**config.mk**
```make
export PLATFORM = sky130hd
export DESIGN_NAME = stepper_move_sequencer_top
export DESIGN_NICKNAME = d
export VERILOG_FILES = /design/src/hw/rtl/smsq_pkg.sv /design/src/hw/rtl/stepper_move_sequencer_top.sv /design/src/hw/rtl/smsq_cfg.sv /design/src/hw/rtl/smsq_core.sv
export SDC_FILE = /design/constraint.sdc
export NUM_CORES = 1
export LEC_CHECK = 0
export ABC_AREA = 1
export BUFFER_PORTS_ARGS = -buffer_cell sky130_fd_sc_hd__buf_2
export CAP_MARGIN = 20
export CORE_ASPECT_RATIO = 1.25
export CORE_MARGIN = 2
export CORE_UTILIZATION = 60
export DETAILED_ROUTE_END_ITERATION = 7
export PLACE_DENSITY = 0.83
export REMOVE_ABC_BUFFERS = 1
export SYNTH_ARGS = -nofsm -noshare
export SYNTH_HDL_FRONTEND = slang
export SYNTH_SLANG_ARGS = --single-unit
export TNS_END_PERCENT = 100
```
**constraint.sdc**
```tcl
create_clock -name clk -period 8.9 [get_ports clk]
set_input_delay 0.89 -clock clk [delete_from_list [all_inputs] [get_ports clk]]
set_output_delay 0.89 -clock clk [all_outputs]
set_load 0.02 [all_outputs]
```
**src/hw/rtl/smsq_pkg.sv**
```systemverilog
// smsq_pkg: shared types and constants for the stepper move sequencer.
// No dependencies; imported by every module of the block.
package smsq_pkg;

  localparam int ElapsedW   = 26;
  localparam int RemainW    = 15;
  localparam int StepsW     = 16;
  localparam int CoilW      = 4;
  localparam int CfgAddrW   = 2;
  localparam int CfgDataW   = 32;

  localparam logic [ElapsedW-1:0] ElapsedMax        = {ElapsedW{1'b1}};
  localparam logic [RemainW-1:0]  RemainMax         = {RemainW{1'b1}};
  localparam logic [ElapsedW-1:0] StepIntervalReset = ElapsedW'(3000);
  // full-step drive sequence, read as a sliding four-bit window
  localparam logic [7:0]          CoilPattern       = 8'hCC;
  // slow-down zone near the end of a move
  localparam logic [RemainW-1:0]  SlowZoneSteps     = RemainW'(10);
  localparam int                  SlowStepUs        = 100;

  // register byte address
  localparam logic [CfgAddrW-1:0] REG_STEP_INTERVAL = 2'd0;

  // request kinds carried on in_tuser
  localparam logic REQ_TICK = 1'b0;
  localparam logic REQ_MOVE = 1'b1;

  typedef struct packed {
    logic             rejected;
    logic             move_done;
    logic             busy_res;
    logic [CoilW-1:0] coils;
  } res_t;

endpackage

```
**src/hw/rtl/stepper_move_sequencer_top.sv**
```systemverilog
// Stepper move sequencer: one tick or move transaction in, one result out
// per transaction. A transaction is taken when in_tvalid and in_tready are
// both high; its result appears in the next cycle from the result register.
// in_tready is high while the result register is empty or is being drained
// in the same cycle, so the sustained rate is one transaction per clock
// while out_tready stays high. Ticks (in_tuser = 0) count microseconds and
// issue steps; moves (in_tuser = 1) load a signed step count from in_tdata.
// Depends on smsq_pkg, smsq_cfg, smsq_core.
module stepper_move_sequencer_top import smsq_pkg::*; (
  input  logic                clk,
  input  logic                rst_n,
  // in_tdata: [15:0] move_steps
  input  logic                in_tvalid,
  output logic                in_tready,
  input  logic [15:0]         in_tdata,
  // in_tuser: [0] req_type
  input  logic                in_tuser,
  // out_tdata: [3:0] coils, [4] busy_res, [5] move_done, [6] rejected, [7] zero
  output logic                out_tvalid,
  input  logic                out_tready,
  output logic [7:0]          out_tdata,
  input  logic                cfg_psel,
  input  logic                cfg_penable,
  input  logic                cfg_pwrite,
  input  logic [CfgAddrW-1:0] cfg_paddr,
  input  logic [CfgDataW-1:0] cfg_pwdata,
  output logic [CfgDataW-1:0] cfg_prdata,
  output logic                cfg_pready
);

  logic [ElapsedW-1:0] step_interval;
  res_t                res;
  res_t                out_r;
  logic                out_valid_r, out_valid_nxt;
  logic                in_fire;
  logic                done_seen_r;

  assign in_tready = !out_valid_r || out_tready;
  assign in_fire   = in_tvalid && in_tready;

  smsq_cfg u_cfg (
    .clk           (clk),
    .rst_n         (rst_n),
    .psel          (cfg_psel),
    .penable       (cfg_penable),
    .pwrite        (cfg_pwrite),
    .paddr         (cfg_paddr),
    .pwdata        (cfg_pwdata),
    .prdata        (cfg_prdata),
    .pready        (cfg_pready),
    .step_interval (step_interval)
  );

  smsq_core u_core (
    .clk           (clk),
    .rst_n         (rst_n),
    .in_fire       (in_fire),
    .req_type      (in_tuser),
    .move_steps    (in_tdata),
    .step_interval (step_interval),
    .res           (res)
  );

  always_comb begin
    out_valid_nxt = out_valid_r;
    if (in_fire) begin
      out_valid_nxt = 1'b1;
    end else if (out_tready) begin
      out_valid_nxt = 1'b0;
    end
  end

  always_ff @(posedge clk) begin
    if (!rst_n) begin
      out_valid_r <= 1'b0;
      done_seen_r <= 1'b0;
    end else begin
      out_valid_r <= out_valid_nxt;
      if (in_fire) begin
        done_seen_r <= res.move_done;
      end
    end
  end

  always_ff @(posedge clk) begin
    if (in_fire) begin
      out_r <= res;
    end
  end

  assign out_tvalid = out_valid_r;
  assign out_tdata  = {1'b0, out_r.rejected, out_r.move_done, out_r.busy_res, out_r.coils};

  a_fire_gives_result: assert property (@(posedge clk) disable iff (!rst_n)
    in_fire |=> out_valid_r)
    else $error("accepted transaction did not load the result register");

  a_busy_move_rejected: assert property (@(posedge clk) disable iff (!rst_n)
    (in_fire && in_tuser == REQ_MOVE && out_valid_r && out_r.busy_res && out_tready)
    |=> out_r.rejected)
    else $error("move while busy was not rejected");

  a_coils_off_after_done: assert property (@(posedge clk) disable iff (!rst_n)
    (in_fire && done_seen_r) |-> (res.coils == '0))
    else $error("coils not switched off after final step");

endmodule

```
**src/hw/rtl/smsq_cfg.sv**
```systemverilog
// smsq_cfg: APB-style register file holding step_interval.
// Depends on smsq_pkg.
module smsq_cfg import smsq_pkg::*; (
  input  logic                clk,
  input  logic                rst_n,
  input  logic                psel,
  input  logic                penable,
  input  logic                pwrite,
  input  logic [CfgAddrW-1:0] paddr,
  input  logic [CfgDataW-1:0] pwdata,
  output logic [CfgDataW-1:0] prdata,
  output logic                pready,
  output logic [ElapsedW-1:0] step_interval
);

  logic [ElapsedW-1:0] step_interval_r;
  logic [ElapsedW-1:0] step_interval_nxt;
  logic                wr_en;

  assign pready = 1'b1;
  assign wr_en  = psel && penable && pwrite && pready;

  always_comb begin
    step_interval_nxt = step_interval_r;
    if (wr_en && (paddr == REG_STEP_INTERVAL)) begin
      step_interval_nxt = pwdata[ElapsedW-1:0];
    end
  end

  always_ff @(posedge clk) begin
    if (!rst_n) begin
      step_interval_r <= StepIntervalReset;
    end else begin
      step_interval_r <= step_interval_nxt;
    end
  end

  always_comb begin
    unique case (paddr)
      REG_STEP_INTERVAL: prdata = CfgDataW'(step_interval_r);
      default:           prdata = '0;
    endcase
  end

  assign step_interval = step_interval_r;

endmodule

```
**src/hw/rtl/smsq_core.sv**
```systemverilog
// smsq_core: move state and step timing; computes one result per transaction.
// Depends on smsq_pkg. State advances only on an accepted input transaction.
module smsq_core import smsq_pkg::*; (
  input  logic                clk,
  input  logic                rst_n,
  input  logic                in_fire,
  input  logic                req_type,
  input  logic [StepsW-1:0]   move_steps,
  input  logic [ElapsedW-1:0] step_interval,
  output res_t                res
);

  logic [RemainW-1:0]  rem_r, rem_nxt;
  logic                rev_r, rev_nxt;
  logic [ElapsedW-1:0] elapsed_r, elapsed_nxt;
  logic                first_r, first_nxt;
  logic [CoilW-1:0]    coil_r, coil_nxt;
  logic                clear_r, clear_nxt;

  logic [StepsW-1:0]   abs_steps;
  logic [RemainW-1:0]  mag;
  logic [ElapsedW-1:0] elapsed_inc;
  logic [ElapsedW:0]   thr_sum;
  logic [ElapsedW-1:0] thr;
  logic [RemainW-1:0]  rem_dec;
  logic [1:0]          phase;
  logic [CoilW-1:0]    step_coils;
  logic                busy;
  logic                issue;
  logic                done;
  logic                rej;

  assign busy      = (rem_r != '0);
  assign abs_steps = move_steps[StepsW-1] ? StepsW'(-move_steps) : move_steps;
  // most negative count saturates to the largest step count
  assign mag       = abs_steps[StepsW-1] ? RemainMax : abs_steps[RemainW-1:0];

  assign elapsed_inc = (elapsed_r == ElapsedMax) ? elapsed_r : elapsed_r + 1'b1;
  assign thr_sum = {1'b0, step_interval} +
                   ((rem_r < SlowZoneSteps) ?
                    (ElapsedW+1)'(rem_r[3:0]) * (ElapsedW+1)'(SlowStepUs) :
                    (ElapsedW+1)'(0));
  assign thr = thr_sum[ElapsedW] ? ElapsedMax : thr_sum[ElapsedW-1:0];

  assign rem_dec    = rem_r - 1'b1;
  assign phase      = rev_r ? rem_dec[1:0] : 2'(2'd0 - rem_dec[1:0]);
  assign step_coils = CoilW'(CoilPattern >> phase);

  always_comb begin
    rem_nxt     = rem_r;
    rev_nxt     = rev_r;
    elapsed_nxt = elapsed_r;
    first_nxt   = first_r;
    coil_nxt    = clear_r ? '0 : coil_r;
    clear_nxt   = 1'b0;
    issue       = 1'b0;
    done        = 1'b0;
    rej         = 1'b0;

    if (req_type == REQ_MOVE) begin
      if (busy) begin
        rej = 1'b1;
      end else if (move_steps != '0) begin
        rem_nxt     = mag;
        rev_nxt     = move_steps[StepsW-1];
        first_nxt   = 1'b1;
        elapsed_nxt = '0;
      end
    end else begin
      if (busy && first_r) begin
        first_nxt = 1'b0;
        issue     = 1'b1;
      end else begin
        elapsed_nxt = elapsed_inc;
        issue       = busy && (elapsed_inc >= thr);
      end
    end

    if (issue) begin
      rem_nxt     = rem_dec;
      coil_nxt    = step_coils;
      elapsed_nxt = '0;
      if (rem_dec == '0) begin
        first_nxt = 1'b0;
        clear_nxt = 1'b1;
        done      = 1'b1;
      end
    end
  end

  always_ff @(posedge clk) begin
    if (!rst_n) begin
      rem_r     <= '0;
      rev_r     <= 1'b0;
      elapsed_r <= '0;
      first_r   <= 1'b0;
      coil_r    <= '0;
      clear_r   <= 1'b0;
    end else if (in_fire) begin
      rem_r     <= rem_nxt;
      rev_r     <= rev_nxt;
      elapsed_r <= elapsed_nxt;
      first_r   <= first_nxt;
      coil_r    <= coil_nxt;
      clear_r   <= clear_nxt;
    end
  end

  always_comb begin
    res.coils     = coil_nxt;
    res.busy_res  = (rem_nxt != '0);
    res.move_done = done;
    res.rejected  = rej;
  end

endmodule
```
---- Word level (Yosys, flattened, before mapping) ----
Cells that the tools add are included.
word-level totals
  register bits ........................... 82
  word-level logic and storage cells ...... 73
cells by class
  $add $sub $neg .......................... 5
  multipliers ............................. 1
  $lt $le $gt $ge ......................... 2
  equal/unequal tests ..................... 4
  shift operators ......................... 1
  muxes and demuxes ....................... 31
  bitwise gates (word level) .............. 1
  reduce and logical (&&, ||, !) cells .... 16
operators by type and width
  operator               number
  $mux 26                8
  $mux 15                5
  $reduce_bool 15->1     2
  $add 26x27->27         1
  $add 26x1->26 const B  1
  $eq 26x26->1 const B   1
  $ge 26x26->1           1
  $mux 16                1
  $neg 16->16            1
  $reduce_bool 16->1     1
  $logic_not 15->1       1
  $lt 15x4->1 const B    1
  $sub 15x1->15 const B  1
  $mux 1                 13
  $mux 11                1
  $mul 4x5->9 const B    1
  $mux 4                 2
  $reduce_and 4->1       2
  $shr 8x2->4 const A    1
  $logic_and 1x1->1      6
  $ne 3x1->1 const B     1
  $ne 3x2->1 const B     1
  $ne 3x3->1 const B     1
  $logic_not 2->1        1
  6 further kinds        6

---- Longest topological paths before layout ----
Gate-level depths: netlist of the first run.
  depth in word-level cells ............... 10
  gate-level depth with buffers ........... 35
  gate-level depth less buffers ........... 33

---- By module ----
A second synthesis of the first run with hierarchy kept.
unflattened totals
  cell total of the unflattened synthesis .. 1235
  area, all modules ....................... 7567.3 sq um
modules (own cells, without submodules)
  module                      instances  cells each  area an instance (sq um)
  smsq_core                   1          995         5913.2
  smsq_cfg                    1          224         1381.3
  stepper_move_sequencer_top  1          16          272.8

---- Least setup slack after synthesis of the first run ----
Ideal clock, no wire load.
  kind .................................... reg-to-reg
  from .................................... register u_core.rem_r[0]
  to ...................................... register out_r (netlist bit out_tdata[4]) (data pin)
  arrival time ............................ 4961 ps
  data required time ...................... 8646 ps
  setup slack ............................. 3685 ps
  stages on the path, launching flop included .. 31
  buffers on the path ..................... 2
  cells stage by stage .................... dfxtp_1 > inv_1 > ha_1 > ha_1 > fa_1 > a21oi_1 > or2_2 > a21oi_1 > ha_1 > nand2_1 > nor3_1 > nand3_1 > o2111ai_1 > nand4_1 > nor2_1 > clkbuf_1 > nor2_1 > ha_1 > nand2_1 > nor2_1 > and2_1 > nand2_1 > nor2_1 > nor2_1 > nand2_1 > clkbuf_1 > nand3b_1 > nand2_1 > nand3_1 > nor2_1 > nand2_1
RTL lines
  element                 line                              RTL
  from (decl)             smsq_core.sv:13                   logic [RemainW-1:0] rem_r, rem_nxt;
  from (signal assigned)  smsq_core.sv:100                  rem_r <= rem_nxt;
  to (signal assigned)    stepper_move_sequencer_top.sv:87  out_r <= res;
  to (decl)               stepper_move_sequencer_top.sv:33  res_t out_r;

---- Final worst setup path of the first run ----
  from .................................... register u_core.rem_r[0]
  to ...................................... register u_core.elapsed_r[12]
on the way
  word-level cells in the longest chain between the ends .. 10
RTL lines
  element                                       line                              RTL
  $mul 4x5->9 or $lt 15x4->1 (tied branches)    smsq_core.sv:41, smsq_core.sv:40
  $mux 11                                       smsq_core.sv:40                   ((rem_r < SlowZoneSteps) ?
  $add 26x27->27                                smsq_core.sv:39                   assign thr_sum = {1'b0, step_interval} +
  $mux 26                                       smsq_core.sv:43                   assign thr = thr_sum[ElapsedW] ? ElapsedMax : thr_sum[ElapsedW-1:0];
  $ge 26x26->1                                  smsq_core.sv:75                   issue = busy && (elapsed_inc >= thr);
  $logic_and 1x1->1                             smsq_core.sv:75
  $mux 1                                        smsq_core.sv:70                   if (busy && first_r) begin
  $mux 1                                        smsq_core.sv:60                   if (req_type == REQ_MOVE) begin
  $ne 3x3->1 (no line) (tied with other cells)  n/a
  $reduce_and 4->1 (no line)                    n/a
  to (signal assigned)                          smsq_core.sv:102                  elapsed_r <= elapsed_nxt;
  to (decl)                                     smsq_core.sv:15                   logic [ElapsedW-1:0] elapsed_r, elapsed_nxt;
Several ways; a longest one is shown, not always the timed one.
A chain may end at the register's enable or synchronous reset.

==> results by stage, run 1 <==
Power and ir drop:
- The power dissipated by switching net loads is 295 uW.
- The leakage power of the design is ~3.8 nW.
- The internal power of the cells totals ~670 uW.
- In this run the power density over the cells is 127 nW/um^2.
- The maximum ir drop on the vdd rail is slightly below 0.08 mV.
- The portion of total power attributed to the clock network is 38.0%.
- Of the total power, combinational logic draws around 21%.
- Net switching is 30.6% of the power.
- The total power of the final layout is ~960 uW.
- The sequential share of power is slightly above 40%.

Drt:
- The detailed-router iteration count before antenna repair is 5.
- Dividing the detail-routed wire length by the instance count gives 13.2 um.
- The top layer reached by signal wires is met4.
- The met1 wire length is 6970 um.
- The detailed-route DRC error count is 0.
- Using the TritonRoute via totals, the vias-per-cell ratio works out to between 5 and 6.
- The via total after detailed routing is 7055.
- Summed over all layers, the routed wires come to roughly 17000 um.
- The total length of routed met3 wires is roughly 620 um.
- The count of nets left with antenna violations once routing finished came out at 0.
- The met2 wire length is between 8000 and 9000 um.
- For this block, the initial DRC count from the detailed router was between 300 and 400.

Critical path:
- In this run the worst path has a maximum fanout of 26.
- The cell with the biggest individual delay on the critical path is nor3_4.
- The startpoint kind of the worst setup timing path is a flop.
- The endpoint arrival time on the critical path is roughly 7000 ps.
- The worst setup path is of the reg2reg kind.
- Data on the critical path is required at its endpoint by between 9000 and 10000 ps.
- In this design, the stage delay of the slowest critical-path cell is about 750 ps.
- The endpoint kind of the worst setup timing path is a flop.
- The most frequent cell on the critical path is a21oi_1.

Clock tree:
- Counting the buffers created by CTS gives 9.
- The number of H-tree levels is 3.
- For the worst-skew pair, the clock arrives at the later sink with an insertion delay of roughly 350 ps.
- The CTS tree is yes.
- No sink is reached through more buffers than the 2 on the longest clock path.
- The post-CTS resize count is 0.
- The root buffer cell chosen for the clock tree is clkbuf_16.
- After clock tree synthesis, the clock-pin slew on the worst setup and hold paths is 60 ps.
- Hold repair after CTS inserted 0 buffers.
- The number of setup buffers added after CTS is 0.
- The clock net in this run drives a total of between 80 and 90 sinks.

Synth:
- The synthesized design spends more area on one cell type than any other, namely dfxtp_1.
- Yosys mapped the design onto 46 distinct sky130hd cell types.
- Sequential elements use 24.9% of the synthesized area.
- The synthesized-area fraction occupied by ao, oa, aoi and oai cells is between 10% and 20%.
- In the synthesized netlist the async set-or-reset flop fraction comes to 0%.
- The synthesized netlist devotes 10.1% of its cell area to adder and majority cells.
- The Yosys warning count is 0.
- In the synthesized netlist the dominant register cell turns out to be dfxtp_1.
- By area the synthesized netlist is led by dfxtp_1 (22%), nand2_1 (15%), ha_1 (9.5%), nor2_1 (7.6%), inv_1 (7.1%).
- The number of flops mapped to enable cells by yosys is 7.
- The main combinational cell family by area after synthesis is simple AND/OR/NAND/NOR gates.
- Synthesis inferred 82 register bits.
- The synthesized netlist occupies a cell area of 6860 um^2.
- The synthesized netlist devotes 34.2% of its cell area to simple gates.
- Synthesis handed over a netlist of about 1.1k instances.
- After synthesis, the largest area contributor takes up between 20% and 30% of total cell area.
- A synthesized cell averages 6.22 um^2.
- After Yosys synthesis, XOR and XNOR cells account for around 5.6% of the synthesized area.
- The multiplexer share of the synthesized area is less than 1%.

STA:
- The headroom to the max-slew limit is 30.1%.
- The setup skew after layout is approximately 6.5 ps.
- Setup repair after global routing left no endpoint under its margin.
- The share of the clock period used by the worst path after layout is roughly three quarters.
- The setup TNS is 0 ps.
- Timing would allow up to 146 MHz.
- The transition at the pin with the smallest max-transition slack is between 1000 and 1500 ps.
- Setup violations remaining at the end of the flow were counted as 0.
- The final max-slew violation count came to 0.
- The final-report hold violation count came to 0.
- The post-route minimum period is 6840 ps.

Finish:
- In the layout the commonest cells are nand2_1 (283), nor2_1 (139), inv_1 (129), a21oi_1 (92), buf_2 (86).
- The final layout net count is around 1.3k.
- The number of antenna diodes in the final layout is 0.
- For this run, the number of standard cells in the final layout without fillers is around 1.3k.
- The growth of design area from synthesis to finish is 10.6%.
- The most common library cell in the layout ignoring fill and taps is nand2_1.
- The proportion of layout cells with a drive suffix above 1 is about a tenth.

GRT:
- The initial antenna violation count is 0.
- The via count of the first global-routing pass is between 6k and 7k.
- The pin count of the biggest net entering global routing is 46.
- The global-route usage over all layers is 28.6%.
- The wire length of the first global-routing pass is 28500 um.
- The global route total overflow is 0.

Min path:
- The class of the worst hold path is reg2reg.

Floorplanning:
- The core region is 11100 um^2.
- The die is around 100 um wide.
- The floorplan has 43 rows.
- The height of the die is 124 um.
- During I/O placement, the number of pins put on the boundary was 101.
- The floorplan die area is 12300 um^2.
- The effective utilization at floorplan is 61.6%.

Placement:
- The number of port buffers is 86.
- The routability-driven placement congestion ratio is 0.926.
- After legalization and detailed placement, the total HPWL measured between 10000 and 15000 um.
- Including well taps, the total number of placed cells is ~1.3k.

Flow run:
- Across the run, the number of max-cap violations was 0.

Run status:
- The flow ran to the end, and the final reports show no timing, DRC or antenna violations.
==> synth_stat cells, drive strengths merged, types with 3 or more instances <==
| cell | n |
|---|---|
| o211ai | 12 |
| and2 | 3 |
| nor3 | 32 |
| a21oi | 92 |
| inv | 135 |
| nor4 | 4 |
| clkbuf | 23 |
| dfxtp | 75 |
| nand2 | 285 |
| nand4 | 20 |
| ha | 52 |
| nand3 | 64 |
| xnor2 | 13 |
| buf | 19 |
| nand3b | 4 |
| edfxtp | 7 |
| nor2 | 141 |
| o21ai | 69 |
| xor2 | 31 |
==> logic make-up after synthesis <==
family | count (synthesis)
AO/OA/AOI/OAI | 183
multiplexers | 1
adder cells (fa/ha/maj) | 54
XOR/XNOR | 44
flip-flops | 82
other | 2
AND/OR/NAND/NOR | 558
buffers and inverters | 179
==> per-layer routing <==
metal / vias to the layer above / GRT usage (%)
met4: 0 / 14.7
met1: 3149 / 31.6
met5: - / 0
met2: 163 / 53.2
li1: 3696 / -
met3: 47 / 3.73
==> state kept, by name, indices dropped and copies added (netlist names) <==
signal               flops
out_tdata                7
out_tvalid               1
u_cfg.step_interval     26
u_core.clear_r           1
u_core.coil_r            4
u_core.elapsed_r        26
u_core.first_r           1
u_core.rem_r            15
u_core.rev_r             1
==> final cells by class <==
class / count / area, um^2
fill: 1069 / 3550
clock buffer: 11 / 233
clock inverter: 5 / 55.1
multi-input combinational: 848 / 4440
timing repair buffer: 90 / 460
inverter: 137 / 514
sequential: 82 / 1710
tap: 135 / 169
==> metrics by stage <==
step           worst slack, ps  hold slack (ps)  util, %  area (um^2)
6_report                  2060              474     68.1         7580
3_3_place_gp              2260              462     65.5         7300
2_1_floorplan             2960              444        -         6670
4_1_cts                   2070              479     68.1         7580
3_5_place_dp              2150              469     65.5         7300
5_1_grt                   1330              518     68.1         7580
==> path summary, 6_finish.rpt <==
check / start / to / slack, ps / depth (start not counted)
worst max-delay path: u_core.rem_r[0]$_SDFFE_PN0P_ / u_core.elapsed_r[12]$_SDFFE_PN0P_ / 2060 / 30
worst max register to register: u_core.rem_r[0]$_SDFFE_PN0P_ / u_core.elapsed_r[12]$_SDFFE_PN0P_ / 2060 / 30
worst min register to register: u_cfg.step_interval[6]$_SDFFE_PN0P_ / u_cfg.step_interval[6]$_SDFFE_PN0P_ / 470 / 2
worst min-delay path: u_cfg.step_interval[6]$_SDFFE_PN0P_ / u_cfg.step_interval[6]$_SDFFE_PN0P_ / 470 / 2
==> critical path: cells and delay by family, from the launching register on <==
family / cells / cell delay (ps)
AND/OR/NAND/NOR: 13 / 2800
adder cells (fa/ha/maj): 5 / 1730
AO/OA/AOI/OAI: 8 / 1040
buffers and inverters: 4 / 680
flip-flops: 1 / 450
==> power by group through the flow <==
stage | clock [mW] | combinational, mW | sequential (mW)
2_1_floorplan | 0 | 0.140 | 0.405
3_3_place_gp | 0 | 0.194 | 0.405
3_5_place_dp | 0 | 0.198 | 0.405
4_1_cts | 0.371 | 0.199 | 0.397
5_1_grt | 0.388 | 0.227 | 0.399
6_report | 0.367 | 0.200 | 0.398
(Power assumes the default switching activity.)
==> run 2, diff against run 1 <==
--- a/config.mk
+++ b/config.mk
@@ -10,9 +10,9 @@
 export CAP_MARGIN = 20
 export CORE_ASPECT_RATIO = 1.25
 export CORE_MARGIN = 2
-export CORE_UTILIZATION = 60
+export CORE_UTILIZATION = 59
 export DETAILED_ROUTE_END_ITERATION = 7
-export PLACE_DENSITY = 0.83
+export PLACE_DENSITY = 0.82
 export REMOVE_ABC_BUFFERS = 1
 export SYNTH_ARGS = -nofsm -noshare
 export SYNTH_HDL_FRONTEND = slang
==> constraint.sdc (replaced) <==
create_clock -name clk -period 6.5 [get_ports clk]
set_input_delay 0.65 -clock clk [delete_from_list [all_inputs] [get_ports clk]]
set_output_delay 0.65 -clock clk [all_outputs]
set_load 0.02 [all_outputs]
==> results by stage, run 2 (same netlist as run 1, synthesis figures left out) <==
Run status:
- The flow ran to the end, and the final reports show no timing, DRC or antenna violations.

Finish:
- The sequential cell area is ~1700 um^2.
- In the layout the commonest cells are nand2_1 (283), nor2_1 (138), inv_1 (129), a21oi_1 (92), buf_2 (86).
- The filler cell count is 1096.
- Leaving out fill and tap cells, the most frequent cell in the layout is nand2_1.
- The repair_antennas step left the layout with diodes totalling 0.
- The final layout net count is 1282.
- The finished layout cell area is approximately 7700 um^2.
- For this run, the share of the core covered by cells in the final layout is 66.5%.
- Of the cells placed in the final design, the portion with a size suffix greater than 1 is between 10% and 20%.
- Compared with the post-synthesis result, the final layout area differs by 11.6%.
- In the final layout, the multi-input gates occupy about 4400 um^2.

Critical path:
- Of all nets on the critical path, the largest fanout is 26.
- The source of the worst register-to-register timing path is u_core.rem_r[0]$_SDFFE_PN0P_.
- The endpoint identified for the worst register-to-register timing path is u_core.elapsed_r[3]$_SDFFE_PN0P_.
- The worst setup path is captured at a flop.
- The most frequent cell on the critical path is a21oi_1.
- The most critical setup path has its startpoint at u_core.rem_r[0]$_SDFFE_PN0P_.
- The endpoint arrival time on the critical path is just over 6000 ps.
- Across all register-to-register paths, the minimum setup slack is approximately 580 ps.
- Data on the critical path is required at its endpoint by 6760 ps.
- Counting cells, the worst reg-to-reg path comes to 30.
- STA classifies the critical path startpoint as a flop.
- The kind of critical path is reg2reg.
- The largest single stage delay on the critical path is 450 ps.
- The slowest stage of the critical path belongs to the cell dfxtp_1.

GRT:
- The pin count of the biggest net entering global routing is between 40 and 50.
- The initial antenna violation count is 0.
- Global routing finished with a remaining overflow of 0.
- The via count of the first global-routing pass is between 6k and 7k.
- The wire length of the first global-routing pass is roughly 28000 um.
- In the global route stage, overall resource usage came out at around 28%.

Placement:
- The half-perimeter wire length after detailed placement is around 13000 um.
- In this run the cell area measured after placement is about 7300 um^2.
- The worst slack at placement is between 500 and 600 ps.
- The routability-driven placement congestion ratio is 0.961.
- The number of port buffers is 86.

STA:
- The final-report hold violation count is 0.
- Setup violations remaining at the end of the flow were counted as 0.
- The post-route minimum period is approximately 6000 ps.
- Measured against its own limit, the worst slew margin works out to between 30% and 40%.
- The worst path meets setup with between 500 and 600 ps of slack.
- Static timing analysis puts the maximum clock frequency at around 170 MHz.
- The setup TNS is 0 ps.
- The final max-slew violation count was 0.
- The share of the clock period used by the worst path after layout is about 91%.
- Between clock sinks in the finished design, the worst skew comes to around 12 ps.
- At the pin with the least slew margin, the transition time is approximately 1000 ps.
- Setup repair after global routing left no endpoint under its margin.

Clock tree:
- After clock tree synthesis, the clock-pin slew on the worst setup and hold paths is about 60 ps.
- The number of H-tree levels is 3.
- The clock net sink count is 82.
- TritonCTS built the clock tree.
- The later pin in the worst-skew pair is clocked with a latency of around 350 ps.
- In this run the clock root is driven by a clkbuf_16.
- The post-CTS setup repair buffer count is 0.
- In this run the deepest clock path goes through 2 buffers.
- In this run, CTS created clock tree buffers numbering 9.

Floorplanning:
- The floorplan die area is 12500 um^2.
- The height of the die is about 120 um.
- The core region area is between 10000 and 15000 um^2.
- The effective utilization at floorplan is between 50% and 60%.
- The count of boundary I/O pins is ~100.
- The width of the die is about 100 um.
- The floorplan has between 40 and 50 rows.

Drt:
- After detailed routing, the number of remaining DRC violations is 0.
- The final layout contains routed wiring with a total length of ~17000 um.
- Dividing the detail-routed via count by the number of cells gives 5.37.
- The detail route stage leaves a number of antenna-violating nets equal to 0.
- The iteration-0 DRC count of the detailed router is around 310.
- Detailed routing inserted a total of about 7k vias.
- The detailed-route wire length per cell is approximately 13 um.
- The detailed-router iteration count before antenna repair is 5.

Min path:
- The source of the worst hold timing path is u_cfg.step_interval[10]$_SDFFE_PN0P_.
- The cell count of the worst hold path is 2.
- The min-delay analysis places its worst path in the category reg2reg.
- The worst hold path terminates at u_cfg.step_interval[10]$_SDFFE_PN0P_.

Power and ir drop:
- After layout, the design draws a total of between 1 and 1.5 mW.
- The areal power density over the cells is between 150 and 200 nW/um^2.
- VDD sags by at most about 0.11 mV.
- The leakage power of the design is between 3 and 4 nW.

Flow run:
- Across the run, the number of max-cap violations was 0.
## run 2: cell types whose count changed in the layout (fill, tap and decap cells not counted), sizes merged
| cell | before | now |
|---|---|---|
| bufinv | 1 | 2 |
| clkinvlp | 2 | 1 |
| buf | 90 | 92 |
| clkbuf | 11 | 9 |
| clkinv | 4 | 6 |
## run 2: layout make-up
class                      count  area share, %
sequential                    82           22.4
timing repair buffer          92           6.37
inverter                     137           6.72
multi-input combinational    848           58.1
tap                          138           2.26
clock buffer                   9           2.94
clock inverter                 7           1.23
## run 2: how the worst max path moves through the flow
stage                                       endpoint  slack, ps  cells past startpoint
floorplan           u_core.elapsed_r[1]$_SDFFE_PN0P_        560                     29
global placement              out_tdata[4]$_DFFE_PP_        560                     31
detailed placement            out_tdata[4]$_DFFE_PP_        510                     31
CTS                           out_tdata[4]$_DFFE_PP_        460                     31
global route        u_core.elapsed_r[8]$_SDFFE_PN0P_         20                     30
finish              u_core.elapsed_r[3]$_SDFFE_PN0P_        580                     30
## run 2: power by group
group	switching, mW	internal [mW]	total (mW)
Combinational	0.180	0.0932	0.274
Clock	0.219	0.336	0.555
Sequential	0.0168	0.528	0.544
Total	0.416	0.957	1.37
## run 2: timing repair
action / CTS / global route
resized for setup: 0 / 2
hold buffers: 0 / 0
endpoints found under the setup margin: 0 / 27
## run 2: through the flow
step	cells	hold WS (ps)
after floorplan	1067	444
after global placement	1297	463
after detailed placement	1297	475
after CTS	1313	486
after global routing	1313	506
final	1313	486
## run 2: routing by layer
metal,global-route usage [%],vias up,wire length [um]
met5,0,-,0
met4,14.5,0,820
met3,3.54,50,608
met2,50.4,156,8930
met1,31.1,3148,6940
li1,-,3702,-
## run 2: worst max-delay path, delay by kind of cell, from the launching register on
kind	cells	cell delay (ps)
and+or+nand+nor	13	1840
AOI/OAI and AO/OA	8	1000
buffers and inverters	4	760
adders and majority gates	5	1770
DFF	1	450
